## src/hw/rtl/bnls_pkg.sv

```systemverilog
package bnls_pkg;

  // Default coordinate width (columns and rows)
  localparam int unsigned COORD_BITS = 12;

  // Distance held by the best-run register before any run has closed
  localparam int NO_DISTANCE = 1000;

  // Configuration register indexes
  localparam int unsigned CFG_IDX_W = 3;

  typedef enum logic [CFG_IDX_W-1:0] {
    CFG_LINE_START_COL = 3'd0,
    CFG_LINE_START_ROW = 3'd1,
    CFG_LINE_END_COL   = 3'd2,
    CFG_LINE_END_ROW   = 3'd3,
    CFG_SEARCH_RANGE   = 3'd4,
    CFG_IMAGE_ROWS     = 3'd5
  } cfg_idx_e;

  // Controller to datapath commands
  typedef struct packed {
    logic load_item;  // capture the first pixel of a column
    logic diff;       // form offsets and their magnitudes
    logic mul;        // multiply magnitudes, arm the divider
    logic div_step;   // one quotient bit
    logic calc_exp;   // expected row with sign and clamp
    logic band;       // search band, clear the run tracker
    logic proc;       // process one pixel
    logic sel_live;   // pixel comes from the input port, not the held copy
    logic emit;       // load the result register
  } dp_cmd_t;

  // Datapath to controller status
  typedef struct packed {
    logic den_zero;   // end column equals start column
    logic div_last;   // final divider step
    logic held_last;  // held pixel ends its column
    logic out_free;   // result register can take a new result
  } dp_status_t;

endpackage

```

## src/hw/rtl/band_run_nearest_line_select_core.sv

```systemverilog
// Picks, for every image column, the black run nearest to a reference line.
// Input stream: one bilevel pixel per transaction, column by column, rows
// increasing; tlast marks the last pixel of a column. Output stream: one
// transaction per column, carrying the chosen run and its signed distance,
// tuser flagging whether any black run lay inside the search band.
// Configuration: index/data write channel, always ready; write only while no
// column is in progress.
// Timing: the first pixel of a column starts the expected-row interpolation:
// a multiply and a restoring divider giving one quotient bit per cycle. The
// pixel is held while the offsets, product, quotient, expected row and band
// are formed; multiply and divide are skipped when the end columns are equal.
// Every further pixel of the column is processed straight from the input.
// The result appears in the cycle after the column's last pixel is processed:
// at its acceptance, or at the end of interpolation for a one-pixel column.
// The result sits in an output register; while it waits, pixels keep flowing
// and only the next column-ending pixel is held off (tready low).
// Reset clears the controller, the run tracker and the output valid, and
// loads the configuration defaults.
module band_run_nearest_line_select_core #(
  parameter int unsigned CoordBits = bnls_pkg::COORD_BITS
) (
  input  logic                                clk_i,
  input  logic                                rst_ni,
  // pixel stream
  input  logic                                s_axis_tvalid,
  output logic                                s_axis_tready,
  // [CB-1:0] pixel_col, [2CB-1:CB] pixel_row, [2CB] is_black, rest zero
  input  logic [((2*CoordBits+8)/8)*8-1:0]    s_axis_tdata,
  input  logic                                s_axis_tlast,   // column_end
  // result stream
  output logic                                m_axis_tvalid,
  input  logic                                m_axis_tready,
  // [CB-1:0] out_col, [2CB-1:CB] run_first_row, [3CB-1:2CB] run_last_row,
  // [4CB:3CB] line_distance, rest zero
  output logic [((4*CoordBits+8)/8)*8-1:0]    m_axis_tdata,
  output logic                                m_axis_tuser,   // found
  // configuration writes
  input  logic                                cfg_valid_i,
  output logic                                cfg_ready_o,
  input  logic [bnls_pkg::CFG_IDX_W-1:0]      cfg_index_i,
  input  logic [CoordBits:0]                  cfg_data_i
);
  import bnls_pkg::*;

  localparam int unsigned OutW = ((4*CoordBits+8)/8)*8;
  localparam int unsigned OutUsed = 4*CoordBits + 1;

  logic [CoordBits-1:0] start_col, start_row, end_col, end_row;
  logic [7:0]           search_range;
  logic [CoordBits:0]   image_rows;
  dp_cmd_t              cmd;
  dp_status_t           status;
  logic [CoordBits-1:0] out_col, out_first, out_last;
  logic [CoordBits:0]   out_dist;

  // Configuration registers
  bnls_cfg_regs #(.CoordBits(CoordBits)) u_cfg (
    .clk_i            (clk_i),
    .rst_ni           (rst_ni),
    .cfg_valid_i      (cfg_valid_i),
    .cfg_ready_o      (cfg_ready_o),
    .cfg_index_i      (cfg_index_i),
    .cfg_data_i       (cfg_data_i),
    .line_start_col_o (start_col),
    .line_start_row_o (start_row),
    .line_end_col_o   (end_col),
    .line_end_row_o   (end_row),
    .search_range_o   (search_range),
    .image_rows_o     (image_rows)
  );

  // Sequencer
  bnls_ctrl u_ctrl (
    .clk_i     (clk_i),
    .rst_ni    (rst_ni),
    .s_valid_i (s_axis_tvalid),
    .s_last_i  (s_axis_tlast),
    .s_ready_o (s_axis_tready),
    .cmd_o     (cmd),
    .status_i  (status)
  );

  // Interpolation, band and run tracking
  bnls_datapath #(.CoordBits(CoordBits)) u_dp (
    .clk_i            (clk_i),
    .rst_ni           (rst_ni),
    .cmd_i            (cmd),
    .status_o         (status),
    .line_start_col_i (start_col),
    .line_start_row_i (start_row),
    .line_end_col_i   (end_col),
    .line_end_row_i   (end_row),
    .search_range_i   (search_range),
    .image_rows_i     (image_rows),
    .pix_col_i        (s_axis_tdata[CoordBits-1:0]),
    .pix_row_i        (s_axis_tdata[2*CoordBits-1:CoordBits]),
    .pix_black_i      (s_axis_tdata[2*CoordBits]),
    .pix_last_i       (s_axis_tlast),
    .out_valid_o      (m_axis_tvalid),
    .out_ready_i      (m_axis_tready),
    .out_col_o        (out_col),
    .out_first_o      (out_first),
    .out_last_o       (out_last),
    .out_dist_o       (out_dist),
    .out_found_o      (m_axis_tuser)
  );

  // Pack the result fields, lowest first
  assign m_axis_tdata = {{(OutW-OutUsed){1'b0}}, out_dist, out_last, out_first, out_col};

endmodule

```

## src/hw/rtl/bnls_cfg_regs.sv

```systemverilog
module bnls_cfg_regs #(
  parameter int unsigned CoordBits = bnls_pkg::COORD_BITS
) (
  input  logic                          clk_i,
  input  logic                          rst_ni,
  input  logic                          cfg_valid_i,
  output logic                          cfg_ready_o,
  input  logic [bnls_pkg::CFG_IDX_W-1:0] cfg_index_i,
  input  logic [CoordBits:0]            cfg_data_i,
  output logic [CoordBits-1:0]          line_start_col_o,
  output logic [CoordBits-1:0]          line_start_row_o,
  output logic [CoordBits-1:0]          line_end_col_o,
  output logic [CoordBits-1:0]          line_end_row_o,
  output logic [7:0]                    search_range_o,
  output logic [CoordBits:0]            image_rows_o
);
  import bnls_pkg::*;

  logic [CoordBits-1:0] start_col_q, start_row_q, end_col_q, end_row_q;
  logic [7:0]           range_q;
  logic [CoordBits:0]   rows_q;

  // Writes are always taken
  assign cfg_ready_o = 1'b1;

  // Register file, each value cut to its register width
  always_ff @(posedge clk_i or negedge rst_ni) begin
    if (!rst_ni) begin
      start_col_q <= '0;
      start_row_q <= '0;
      end_col_q   <= CoordBits'(1);
      end_row_q   <= '0;
      range_q     <= 8'd10;
      rows_q      <= (CoordBits+1)'(2**CoordBits);
    end else if (cfg_valid_i) begin
      unique case (cfg_idx_e'(cfg_index_i))
        CFG_LINE_START_COL: start_col_q <= cfg_data_i[CoordBits-1:0];
        CFG_LINE_START_ROW: start_row_q <= cfg_data_i[CoordBits-1:0];
        CFG_LINE_END_COL:   end_col_q   <= cfg_data_i[CoordBits-1:0];
        CFG_LINE_END_ROW:   end_row_q   <= cfg_data_i[CoordBits-1:0];
        CFG_SEARCH_RANGE:   range_q     <= cfg_data_i[7:0];
        CFG_IMAGE_ROWS:     rows_q      <= cfg_data_i;
        default: ;
      endcase
    end
  end

  assign line_start_col_o = start_col_q;
  assign line_start_row_o = start_row_q;
  assign line_end_col_o   = end_col_q;
  assign line_end_row_o   = end_row_q;
  assign search_range_o   = range_q;
  assign image_rows_o     = rows_q;

endmodule

```

## src/hw/rtl/bnls_ctrl.sv

```systemverilog
module bnls_ctrl (
  input  logic                 clk_i,
  input  logic                 rst_ni,
  input  logic                 s_valid_i,
  input  logic                 s_last_i,
  output logic                 s_ready_o,
  output bnls_pkg::dp_cmd_t    cmd_o,
  input  bnls_pkg::dp_status_t status_i
);
  import bnls_pkg::*;

  typedef enum logic [2:0] {
    S_IDLE,
    S_DIFF,
    S_MUL,
    S_DIV,
    S_EXP,
    S_BAND,
    S_PIX
  } state_e;

  state_e  state_q, state_d;
  logic    col_open_q, col_open_d;
  dp_cmd_t cmd;
  logic    ready;

  // Next state and datapath commands
  always_comb begin
    state_d    = state_q;
    col_open_d = col_open_q;
    cmd        = '0;
    ready      = 1'b0;
    unique case (state_q)
      S_IDLE: begin
        // a column-ending pixel of an open column needs the result register
        ready = !(col_open_q && s_last_i) || status_i.out_free;
        if (s_valid_i && ready) begin
          if (col_open_q) begin
            cmd.proc     = 1'b1;
            cmd.sel_live = 1'b1;
            cmd.emit     = s_last_i;
            col_open_d   = !s_last_i;
          end else begin
            cmd.load_item = 1'b1;
            state_d       = S_DIFF;
          end
        end
      end
      S_DIFF: begin
        cmd.diff = 1'b1;
        state_d  = status_i.den_zero ? S_EXP : S_MUL;
      end
      S_MUL: begin
        cmd.mul = 1'b1;
        state_d = S_DIV;
      end
      S_DIV: begin
        cmd.div_step = 1'b1;
        if (status_i.div_last) begin
          state_d = S_EXP;
        end
      end
      S_EXP: begin
        cmd.calc_exp = 1'b1;
        state_d      = S_BAND;
      end
      S_BAND: begin
        cmd.band = 1'b1;
        state_d  = S_PIX;
      end
      S_PIX: begin
        if (!status_i.held_last || status_i.out_free) begin
          cmd.proc   = 1'b1;
          cmd.emit   = status_i.held_last;
          col_open_d = !status_i.held_last;
          state_d    = S_IDLE;
        end
      end
      default: state_d = S_IDLE;
    endcase
  end

  // State and column-open flag
  always_ff @(posedge clk_i or negedge rst_ni) begin
    if (!rst_ni) begin
      state_q    <= S_IDLE;
      col_open_q <= 1'b0;
    end else begin
      state_q    <= state_d;
      col_open_q <= col_open_d;
    end
  end

  assign cmd_o     = cmd;
  assign s_ready_o = ready;

endmodule

```

## src/hw/rtl/bnls_datapath.sv

```systemverilog
module bnls_datapath #(
  parameter int unsigned CoordBits = bnls_pkg::COORD_BITS
) (
  input  logic                   clk_i,
  input  logic                   rst_ni,
  input  bnls_pkg::dp_cmd_t      cmd_i,
  output bnls_pkg::dp_status_t   status_o,
  // configuration
  input  logic [CoordBits-1:0]   line_start_col_i,
  input  logic [CoordBits-1:0]   line_start_row_i,
  input  logic [CoordBits-1:0]   line_end_col_i,
  input  logic [CoordBits-1:0]   line_end_row_i,
  input  logic [7:0]             search_range_i,
  input  logic [CoordBits:0]     image_rows_i,
  // pixel from the input port
  input  logic [CoordBits-1:0]   pix_col_i,
  input  logic [CoordBits-1:0]   pix_row_i,
  input  logic                   pix_black_i,
  input  logic                   pix_last_i,
  // result register
  output logic                   out_valid_o,
  input  logic                   out_ready_i,
  output logic [CoordBits-1:0]   out_col_o,
  output logic [CoordBits-1:0]   out_first_o,
  output logic [CoordBits-1:0]   out_last_o,
  output logic [CoordBits:0]     out_dist_o,
  output logic                   out_found_o
);
  import bnls_pkg::*;

  localparam int unsigned DW   = CoordBits + 1;       // signed offsets
  localparam int unsigned PW   = 2 * CoordBits;       // product / dividend
  localparam int unsigned YW   = 2 * CoordBits + 2;   // signed quotient plus start row
  localparam int unsigned BW   = CoordBits + 3;       // signed rows around the band
  localparam int unsigned LW   = CoordBits + 1;       // reported distance
  localparam int unsigned CntW = $clog2(PW + 1);
  localparam int          YLim = 2 ** (CoordBits + 1);

  localparam logic signed [YW-1:0] YHi      = YW'(YLim);
  localparam logic signed [YW-1:0] YLo      = -YHi;
  localparam logic signed [BW-1:0] CoordMax = BW'(2 ** CoordBits - 1);
  localparam logic signed [BW-1:0] NoDist   = BW'(NO_DISTANCE);
  localparam logic signed [BW-1:0] OneRow   = BW'(1);
  localparam logic [CntW-1:0]      DivSteps = CntW'(PW);

  // held first pixel of a column
  logic [CoordBits-1:0] held_col_q, held_row_q;
  logic                 held_black_q, held_last_q;

  // interpolation
  logic signed [DW-1:0] d_col, d_row, d_den;
  logic [DW-1:0]        abs_col, abs_row, abs_den;
  logic [CoordBits-1:0] mag_a_q, mag_b_q, den_q;
  logic                 neg_q;
  logic [PW-1:0]        quo_q;
  logic [CoordBits-1:0] rem_q;
  logic [CntW-1:0]      cnt_q;
  logic [CoordBits:0]   rem_sh, rem_sub;
  logic                 rem_ge;
  logic                 den_zero;

  // expected row and band
  logic [YW-1:0]        q_ext;
  logic signed [YW-1:0] q_s, y_sum, y_clamp;
  logic signed [BW-1:0] exp_q, band_lo_q, band_hi_q;
  logic signed [BW-1:0] lo_raw, hi_raw, rows_last, hi_img, band_lo_d, band_hi_d;

  // run tracker
  logic                 in_run_q, have_best_q;
  logic [CoordBits-1:0] run_start_q, last_black_q, best_start_q, best_end_q;
  logic signed [BW-1:0] best_dist_q;

  logic [CoordBits-1:0] src_col, src_row;
  logic                 src_black, src_last;
  logic signed [BW-1:0] row_s, ds, de, ads, ade, run_dist;
  logic                 in_band, blk_hit, open_n, close_run, straddle, better;
  logic [CoordBits-1:0] start_n, lastb_n;
  logic                 have_d;
  logic [CoordBits-1:0] best_start_d, best_end_d;
  logic signed [BW-1:0] best_dist_d;

  // result register
  logic                 out_valid_q;
  logic [CoordBits-1:0] out_col_q, out_first_q, out_last_q;
  logic [LW-1:0]        out_dist_q;
  logic                 out_found_q;

  // Offsets of the line, split into sign and magnitude
  assign d_col   = {1'b0, held_col_q} - {1'b0, line_start_col_i};
  assign d_row   = {1'b0, line_end_row_i} - {1'b0, line_start_row_i};
  assign d_den   = {1'b0, line_end_col_i} - {1'b0, line_start_col_i};
  assign abs_col = d_col[DW-1] ? (~d_col + 1'b1) : d_col;
  assign abs_row = d_row[DW-1] ? (~d_row + 1'b1) : d_row;
  assign abs_den = d_den[DW-1] ? (~d_den + 1'b1) : d_den;
  assign den_zero = (line_end_col_i == line_start_col_i);

  // Restoring divider, one quotient bit a step
  assign rem_sh  = {rem_q, quo_q[PW-1]};
  assign rem_ge  = (rem_sh >= {1'b0, den_q});
  assign rem_sub = rem_sh - {1'b0, den_q};

  // Expected row: signed quotient (truncated toward zero) plus start row, clamped
  assign q_ext = {2'b00, quo_q};
  always_comb begin
    if (den_zero) begin
      q_s = '0;
    end else if (neg_q) begin
      q_s = ~q_ext + 1'b1;
    end else begin
      q_s = q_ext;
    end
    y_sum = q_s + YW'(line_start_row_i);
    if (y_sum > YHi) begin
      y_clamp = YHi;
    end else if (y_sum < YLo) begin
      y_clamp = YLo;
    end else begin
      y_clamp = y_sum;
    end
  end

  // Search band clipped to the image
  assign lo_raw    = exp_q - signed'(BW'(search_range_i));
  assign hi_raw    = exp_q + signed'(BW'(search_range_i));
  assign rows_last = signed'(BW'(image_rows_i)) - OneRow;
  assign band_lo_d = lo_raw[BW-1] ? '0 : lo_raw;
  assign hi_img    = (hi_raw < rows_last) ? hi_raw : rows_last;
  assign band_hi_d = (hi_img < CoordMax) ? hi_img : CoordMax;

  // Pixel source
  assign src_col   = cmd_i.sel_live ? pix_col_i   : held_col_q;
  assign src_row   = cmd_i.sel_live ? pix_row_i   : held_row_q;
  assign src_black = cmd_i.sel_live ? pix_black_i : held_black_q;
  assign src_last  = cmd_i.sel_live ? pix_last_i  : held_last_q;

  // Run tracking and the distance of a closing run
  always_comb begin
    row_s     = signed'(BW'(src_row));
    in_band   = (row_s >= band_lo_q) && (row_s <= band_hi_q);
    blk_hit   = in_band && src_black;
    open_n    = in_run_q || blk_hit;
    start_n   = (blk_hit && !in_run_q) ? src_row : run_start_q;
    lastb_n   = blk_hit ? src_row : last_black_q;
    // a white pixel in band ends the run, so does the end of the column
    close_run = (in_run_q && in_band && !src_black) || (src_last && open_n);

    ds  = signed'(BW'(start_n)) - exp_q;
    de  = signed'(BW'(lastb_n)) - exp_q;
    ads = ds[BW-1] ? -ds : ds;
    ade = de[BW-1] ? -de : de;
    straddle = (ds[BW-1] && !de[BW-1] && (de != '0)) ||
               (de[BW-1] && !ds[BW-1] && (ds != '0));
    if (straddle) begin
      run_dist = (ds < de) ? ds : de;
    end else begin
      run_dist = (ads < ade) ? ads : ade;
    end

    // strict compare keeps the first of equally near runs
    better       = close_run && (run_dist < best_dist_q);
    have_d       = have_best_q || better;
    best_dist_d  = better ? run_dist : best_dist_q;
    best_start_d = better ? start_n  : best_start_q;
    best_end_d   = better ? lastb_n  : best_end_q;
  end

  // Held pixel, interpolation and divider registers
  always_ff @(posedge clk_i) begin
    if (cmd_i.load_item) begin
      held_col_q   <= pix_col_i;
      held_row_q   <= pix_row_i;
      held_black_q <= pix_black_i;
      held_last_q  <= pix_last_i;
    end
    if (cmd_i.diff) begin
      mag_a_q <= abs_col[CoordBits-1:0];
      mag_b_q <= abs_row[CoordBits-1:0];
      den_q   <= abs_den[CoordBits-1:0];
      neg_q   <= d_col[DW-1] ^ d_row[DW-1] ^ d_den[DW-1];
    end
    if (cmd_i.mul) begin
      quo_q <= mag_a_q * mag_b_q;
      rem_q <= '0;
      cnt_q <= DivSteps;
    end else if (cmd_i.div_step) begin
      quo_q <= {quo_q[PW-2:0], rem_ge};
      rem_q <= rem_ge ? rem_sub[CoordBits-1:0] : rem_sh[CoordBits-1:0];
      cnt_q <= cnt_q - 1'b1;
    end
    if (cmd_i.calc_exp) begin
      exp_q <= y_clamp[BW-1:0];
    end
    if (cmd_i.band) begin
      band_lo_q <= band_lo_d;
      band_hi_q <= band_hi_d;
    end
  end

  // Run and best-run payload
  always_ff @(posedge clk_i) begin
    if (cmd_i.band) begin
      best_dist_q  <= NoDist;
      best_start_q <= '0;
      best_end_q   <= '0;
    end else if (cmd_i.proc) begin
      run_start_q  <= start_n;
      last_black_q <= lastb_n;
      best_dist_q  <= best_dist_d;
      best_start_q <= best_start_d;
      best_end_q   <= best_end_d;
    end
  end

  // Run control flags
  always_ff @(posedge clk_i or negedge rst_ni) begin
    if (!rst_ni) begin
      in_run_q    <= 1'b0;
      have_best_q <= 1'b0;
    end else if (cmd_i.band) begin
      in_run_q    <= 1'b0;
      have_best_q <= 1'b0;
    end else if (cmd_i.proc) begin
      in_run_q    <= open_n && !close_run;
      have_best_q <= have_d;
    end
  end

  // Result register
  always_ff @(posedge clk_i or negedge rst_ni) begin
    if (!rst_ni) begin
      out_valid_q <= 1'b0;
    end else if (cmd_i.emit) begin
      out_valid_q <= 1'b1;
    end else if (out_ready_i) begin
      out_valid_q <= 1'b0;
    end
  end

  always_ff @(posedge clk_i) begin
    if (cmd_i.emit) begin
      out_col_q   <= src_col;
      out_first_q <= have_d ? best_start_d : '0;
      out_last_q  <= have_d ? best_end_d : '0;
      out_dist_q  <= have_d ? best_dist_d[LW-1:0] : '0;
      out_found_q <= have_d;
    end
  end

  assign status_o.den_zero  = den_zero;
  assign status_o.div_last  = (cnt_q == CntW'(1));
  assign status_o.held_last = held_last_q;
  assign status_o.out_free  = !out_valid_q || out_ready_i;

  assign out_valid_o = out_valid_q;
  assign out_col_o   = out_col_q;
  assign out_first_o = out_first_q;
  assign out_last_o  = out_last_q;
  assign out_dist_o  = out_dist_q;
  assign out_found_o = out_found_q;

endmodule
```

## config.mk

```make
export PLATFORM = sky130hd
export DESIGN_NAME = band_run_nearest_line_select_core
export DESIGN_NICKNAME = d
export VERILOG_FILES = /design/src/hw/rtl/bnls_pkg.sv /design/src/hw/rtl/band_run_nearest_line_select_core.sv /design/src/hw/rtl/bnls_cfg_regs.sv /design/src/hw/rtl/bnls_ctrl.sv /design/src/hw/rtl/bnls_datapath.sv
export SDC_FILE = /design/constraint.sdc
export NUM_CORES = 1
export LEC_CHECK = 0
export ABC_AREA = 1
export BUFFER_PORTS_ARGS = -buffer_cell sky130_fd_sc_hd__buf_2
export CAP_MARGIN = 25
export CORE_MARGIN = 2
export CORE_UTILIZATION = 32
export DETAILED_ROUTE_END_ITERATION = 10
export PLACE_DENSITY_LB_ADDON = 0.15
export SKIP_CTS_REPAIR_TIMING = 1
export SLEW_MARGIN = 20
export SYNTH_ARGS = -nofsm -noshare
export SYNTH_HDL_FRONTEND = slang
export SYNTH_HIERARCHICAL = 1
export SYNTH_SLANG_ARGS = --single-unit
```

## constraint.sdc

```tcl
create_clock -name clk_i -period 10.1 [get_ports clk_i]
set_clock_uncertainty 0.2 [all_clocks]
set_input_delay 1.515 -clock clk_i [delete_from_list [all_inputs] [get_ports clk_i]]
set_output_delay 1.515 -clock clk_i [all_outputs]
set_load 0.05 [all_outputs]
```

==> impl_metrics.json <==
{
  "synthCells": 3561,
  "stdcell_count": 5116,
  "cts_buffer_depth": 3,
  "grt_first_pass_wirelength_um": 125000,
  "fin_tns_setup_ns": 0,
  "cp-end-kind": "flip-flop",
  "grt_use_total_pct": 17.5,
  "synth-seq-cells": 337,
  "diodes": 0,
  "grt_pass1_vias": 23200,
  "clkSinkCount": 337,
  "first_pass_iters": 6,
  "io-pin-count": 114,
  "min_path_type": "flip-flop to flip-flop",
  "via_count": 23700,
  "root_buffer": "clkbuf_16",
  "max_slew_margin_pct": 35.2,
  "crit_path_frequent_cell": "nand2_1",
  "hold_violations": 0,
  "rsz0062_at_grt": "true",
  "yosys_warnings": 6,
  "fill_cells": 8976,
  "drtIter0Drc": 1127,
  "syn_avg_cell_area_um2": 7.88,
  "netlist_area_um2": 28100,
  "crit_type": "primary input to flip-flop",
  "fmax_mhz": 99.1,
  "viasPerCell": 4.64,
  "insertion_delay_ns": 0.58,
  "wl_per_cell_um": 15.8,
  "core_area_um2": 86800,
  "htree_levels": 2,
  "place_inst": 4990,
  "final_antenna_net_count": 0,
  "cap_viol_max_count": 0,
  "clkTransAtPathRegs_ns": 0.06,
  "synth_top_flop_cell": "edfxtp_1",
  "cts_buffers": 42,
  "slew_viol_final": 0,
  "die_w_um": 300,
  "die_area_um2": 90000,
  "gp_congestion": 0.833,
  "worst_pin_slew_ns": 0.971,
  "timing.final.crit_period_ns": 10.09,
  "critPathMaxFanout": 9,
  "cp.arrival_ns": 10.21,
  "gr-total-overflow": 0,
  "place_hpwl_um": 62300,
  "grt_antenna_before_repair": 0,
  "required_ns": 10.21,
  "ys_seq_area_share_pct": 32.7,
  "cts_tree": "done",
  "layout.nets": 4340,
  "syn2layout_area_growth_pct": 23.3,
  "setup_violations": 0,
  "drc": 0,
  "status": "finished clean",
  "io_buffers": 98,
  "final_layout_size_suffix_gt1_share_pct": 19.6,
  "async_flop_share_pct": 22.6,
  "start_kind": "primary input",
  "initial_core_util_pct": 32.3,
  "critical-path-max-stage-delay_ns": 0.44,
  "fin_crit_sh_pct": 99.9,
  "dpl-instance-area_um2": 31700,
  "cpMaxStageDelayCell": "a2111oi_2",
  "synth_edf_count": 205,
  "dieHeight_um": 300,
  "grt_max_degree": 69,
  "final_cell_area_um2": 34600,
  "rows": 108,
  "synth_cell_types": 68,
  "wirelength_um": 81000
}
==> worst max-delay path: cells and delay by family <==
kind                       cells  cell delay, ns
adders and majority gates      4            1.16
buffers and inverters         19            1.93
AOI/OAI and AO/OA             16            2.48
and+or+nand+nor               26            2.52
muxes                          1            0.18
xor gates and xnor gates       2            0.38
==> logic make-up (layout without fill, tap and decap cells) <==
family / count (synthesis) / after routing / share of synthesized area [%]
AND/OR/NAND/NOR: 1456 / 1456 / 22.1
buffers and inverters: 739 / 1133 / 10.4
AO/OA/AOI/OAI: 476 / 476 / 9.50
adder cells (fa/ha/maj): 359 / 359 / 18.9
flip-flops: 337 / 337 / 32.7
XOR/XNOR: 168 / 168 / 5.33
multiplexers: 24 / 24 / 0.910
other: 2 / 8 / 0.0268
==> flip-flops by register name, indices dropped and copies added, names as in the netlist, 13 cells and up <==
register / cells
u_dp/best_dist_q: 15
u_dp/band_lo_q: 14
u_dp/band_hi_q: 15
u_dp/out_dist_o: 13
u_dp/quo_q: 24
u_cfg/image_rows_o: 13
u_dp/exp_q: 15
==> cells in the final DEF, fill, tap and decap left out, types with 12 or more instances in the layout <==
cell type,instances
a21oi_2,19
inv_1,590
a21oi_1,178
fa_1,107
o21ai_0,123
ha_1,230
xnor2_1,32
inv_2,31
nand2_2,51
nor2_1,205
nand3_1,168
clkbuf_16,52
dfrtp_1,72
nor3_1,34
xor2_1,122
nand4_1,61
dfxtp_1,56
nand2_1,813
nor2_2,31
o21ai_1,32
o21a_1,19
ha_4,18
buf_4,302
mux2_2,12
nand3_2,20
edfxtp_1,205
o21bai_1,22
buf_2,96
==> final timing paths <==
check                                               endpoint  cells past startpoint  slack (ns)                               from
min reg2reg                u_dp/best_start_q[8]$_SDFFE_PP0P_                      2        0.25  u_dp/best_start_q[8]$_SDFFE_PP0P_
min                        u_dp/best_start_q[8]$_SDFFE_PP0P_                      2        0.25  u_dp/best_start_q[8]$_SDFFE_PP0P_
max reg2reg                u_dp/out_dist_o[12]$_SDFFCE_PN0P_                     64        0.56      u_ctrl/state_q[0]$_DFFE_PN0P_
max in group asynchronous       u_dp/have_best_q$_DFFE_PN0P_                      2        8.21                             rst_ni
min in group asynchronous  u_cfg/image_rows_o[0]$_DFFE_PN0P_                      1        0.56                             rst_ni
max                        u_dp/out_dist_o[12]$_SDFFCE_PN0P_                     68       0.005                      m_axis_tready
==> per-stage QoR <==
step / setup slack, ns / hold WS [ns] / util, %
CTS: -0.453 / 0.253 / 38.2
floorplan: 0.0241 / 0.226 / -
global route: -0.601 / 0.272 / 39.9
global placement: -0.915 / 0.236 / 36.6
detailed placement: -1.03 / 0.239 / 36.6
finish: 0.00539 / 0.252 / 39.9
==> final cells by class <==
| class | count | area, um2 | area share, % |
|---|---|---|---|
| Clock inverter | 23 | 221 | 0.640 |
| Inverter | 627 | 2370 | 6.85 |
| Multi-Input combinational cell | 2491 | 16900 | 48.8 |
| Clock buffer | 55 | 1210 | 3.51 |
| Sequential cell | 337 | 9180 | 26.6 |
| Tap cell | 1155 | 1450 | 4.18 |
| Timing Repair Buffer | 428 | 3290 | 9.51 |
==> synth_stat cells (all sizes together) (23+ instances only) <==
cell type / n / area share, %
a21oi: 199 / 3.6
buf: 46 / 1.2
clkbuf: 66 / 0.88
dfrtp: 72 / 6.4
dfxtp: 56 / 4.0
edfxtp: 205 / 22
fa: 109 / 7.8
ha: 250 / 11
inv: 623 / 8.3
nand2: 870 / 12
nand3: 190 / 3.6
nand4: 61 / 1.4
nor2: 246 / 3.5
nor3: 44 / 0.89
o21ai: 168 / 3.0
o21bai: 23 / 0.62
xnor2: 36 / 1.2
xor2: 132 / 4.1
==> layer usage <==
metal  up-vias  wire length (um)  GRT usage (%)
met5         -                 0              0
met4         0              1440           3.74
met3        80              2640           1.97
met2       321             37600           29.2
met1     11100             39400           24.5
li1      12200                 -              -
Power is not shown: default switching activity piles up to over one toggle a cycle in this logic, so the estimate is an artifact.
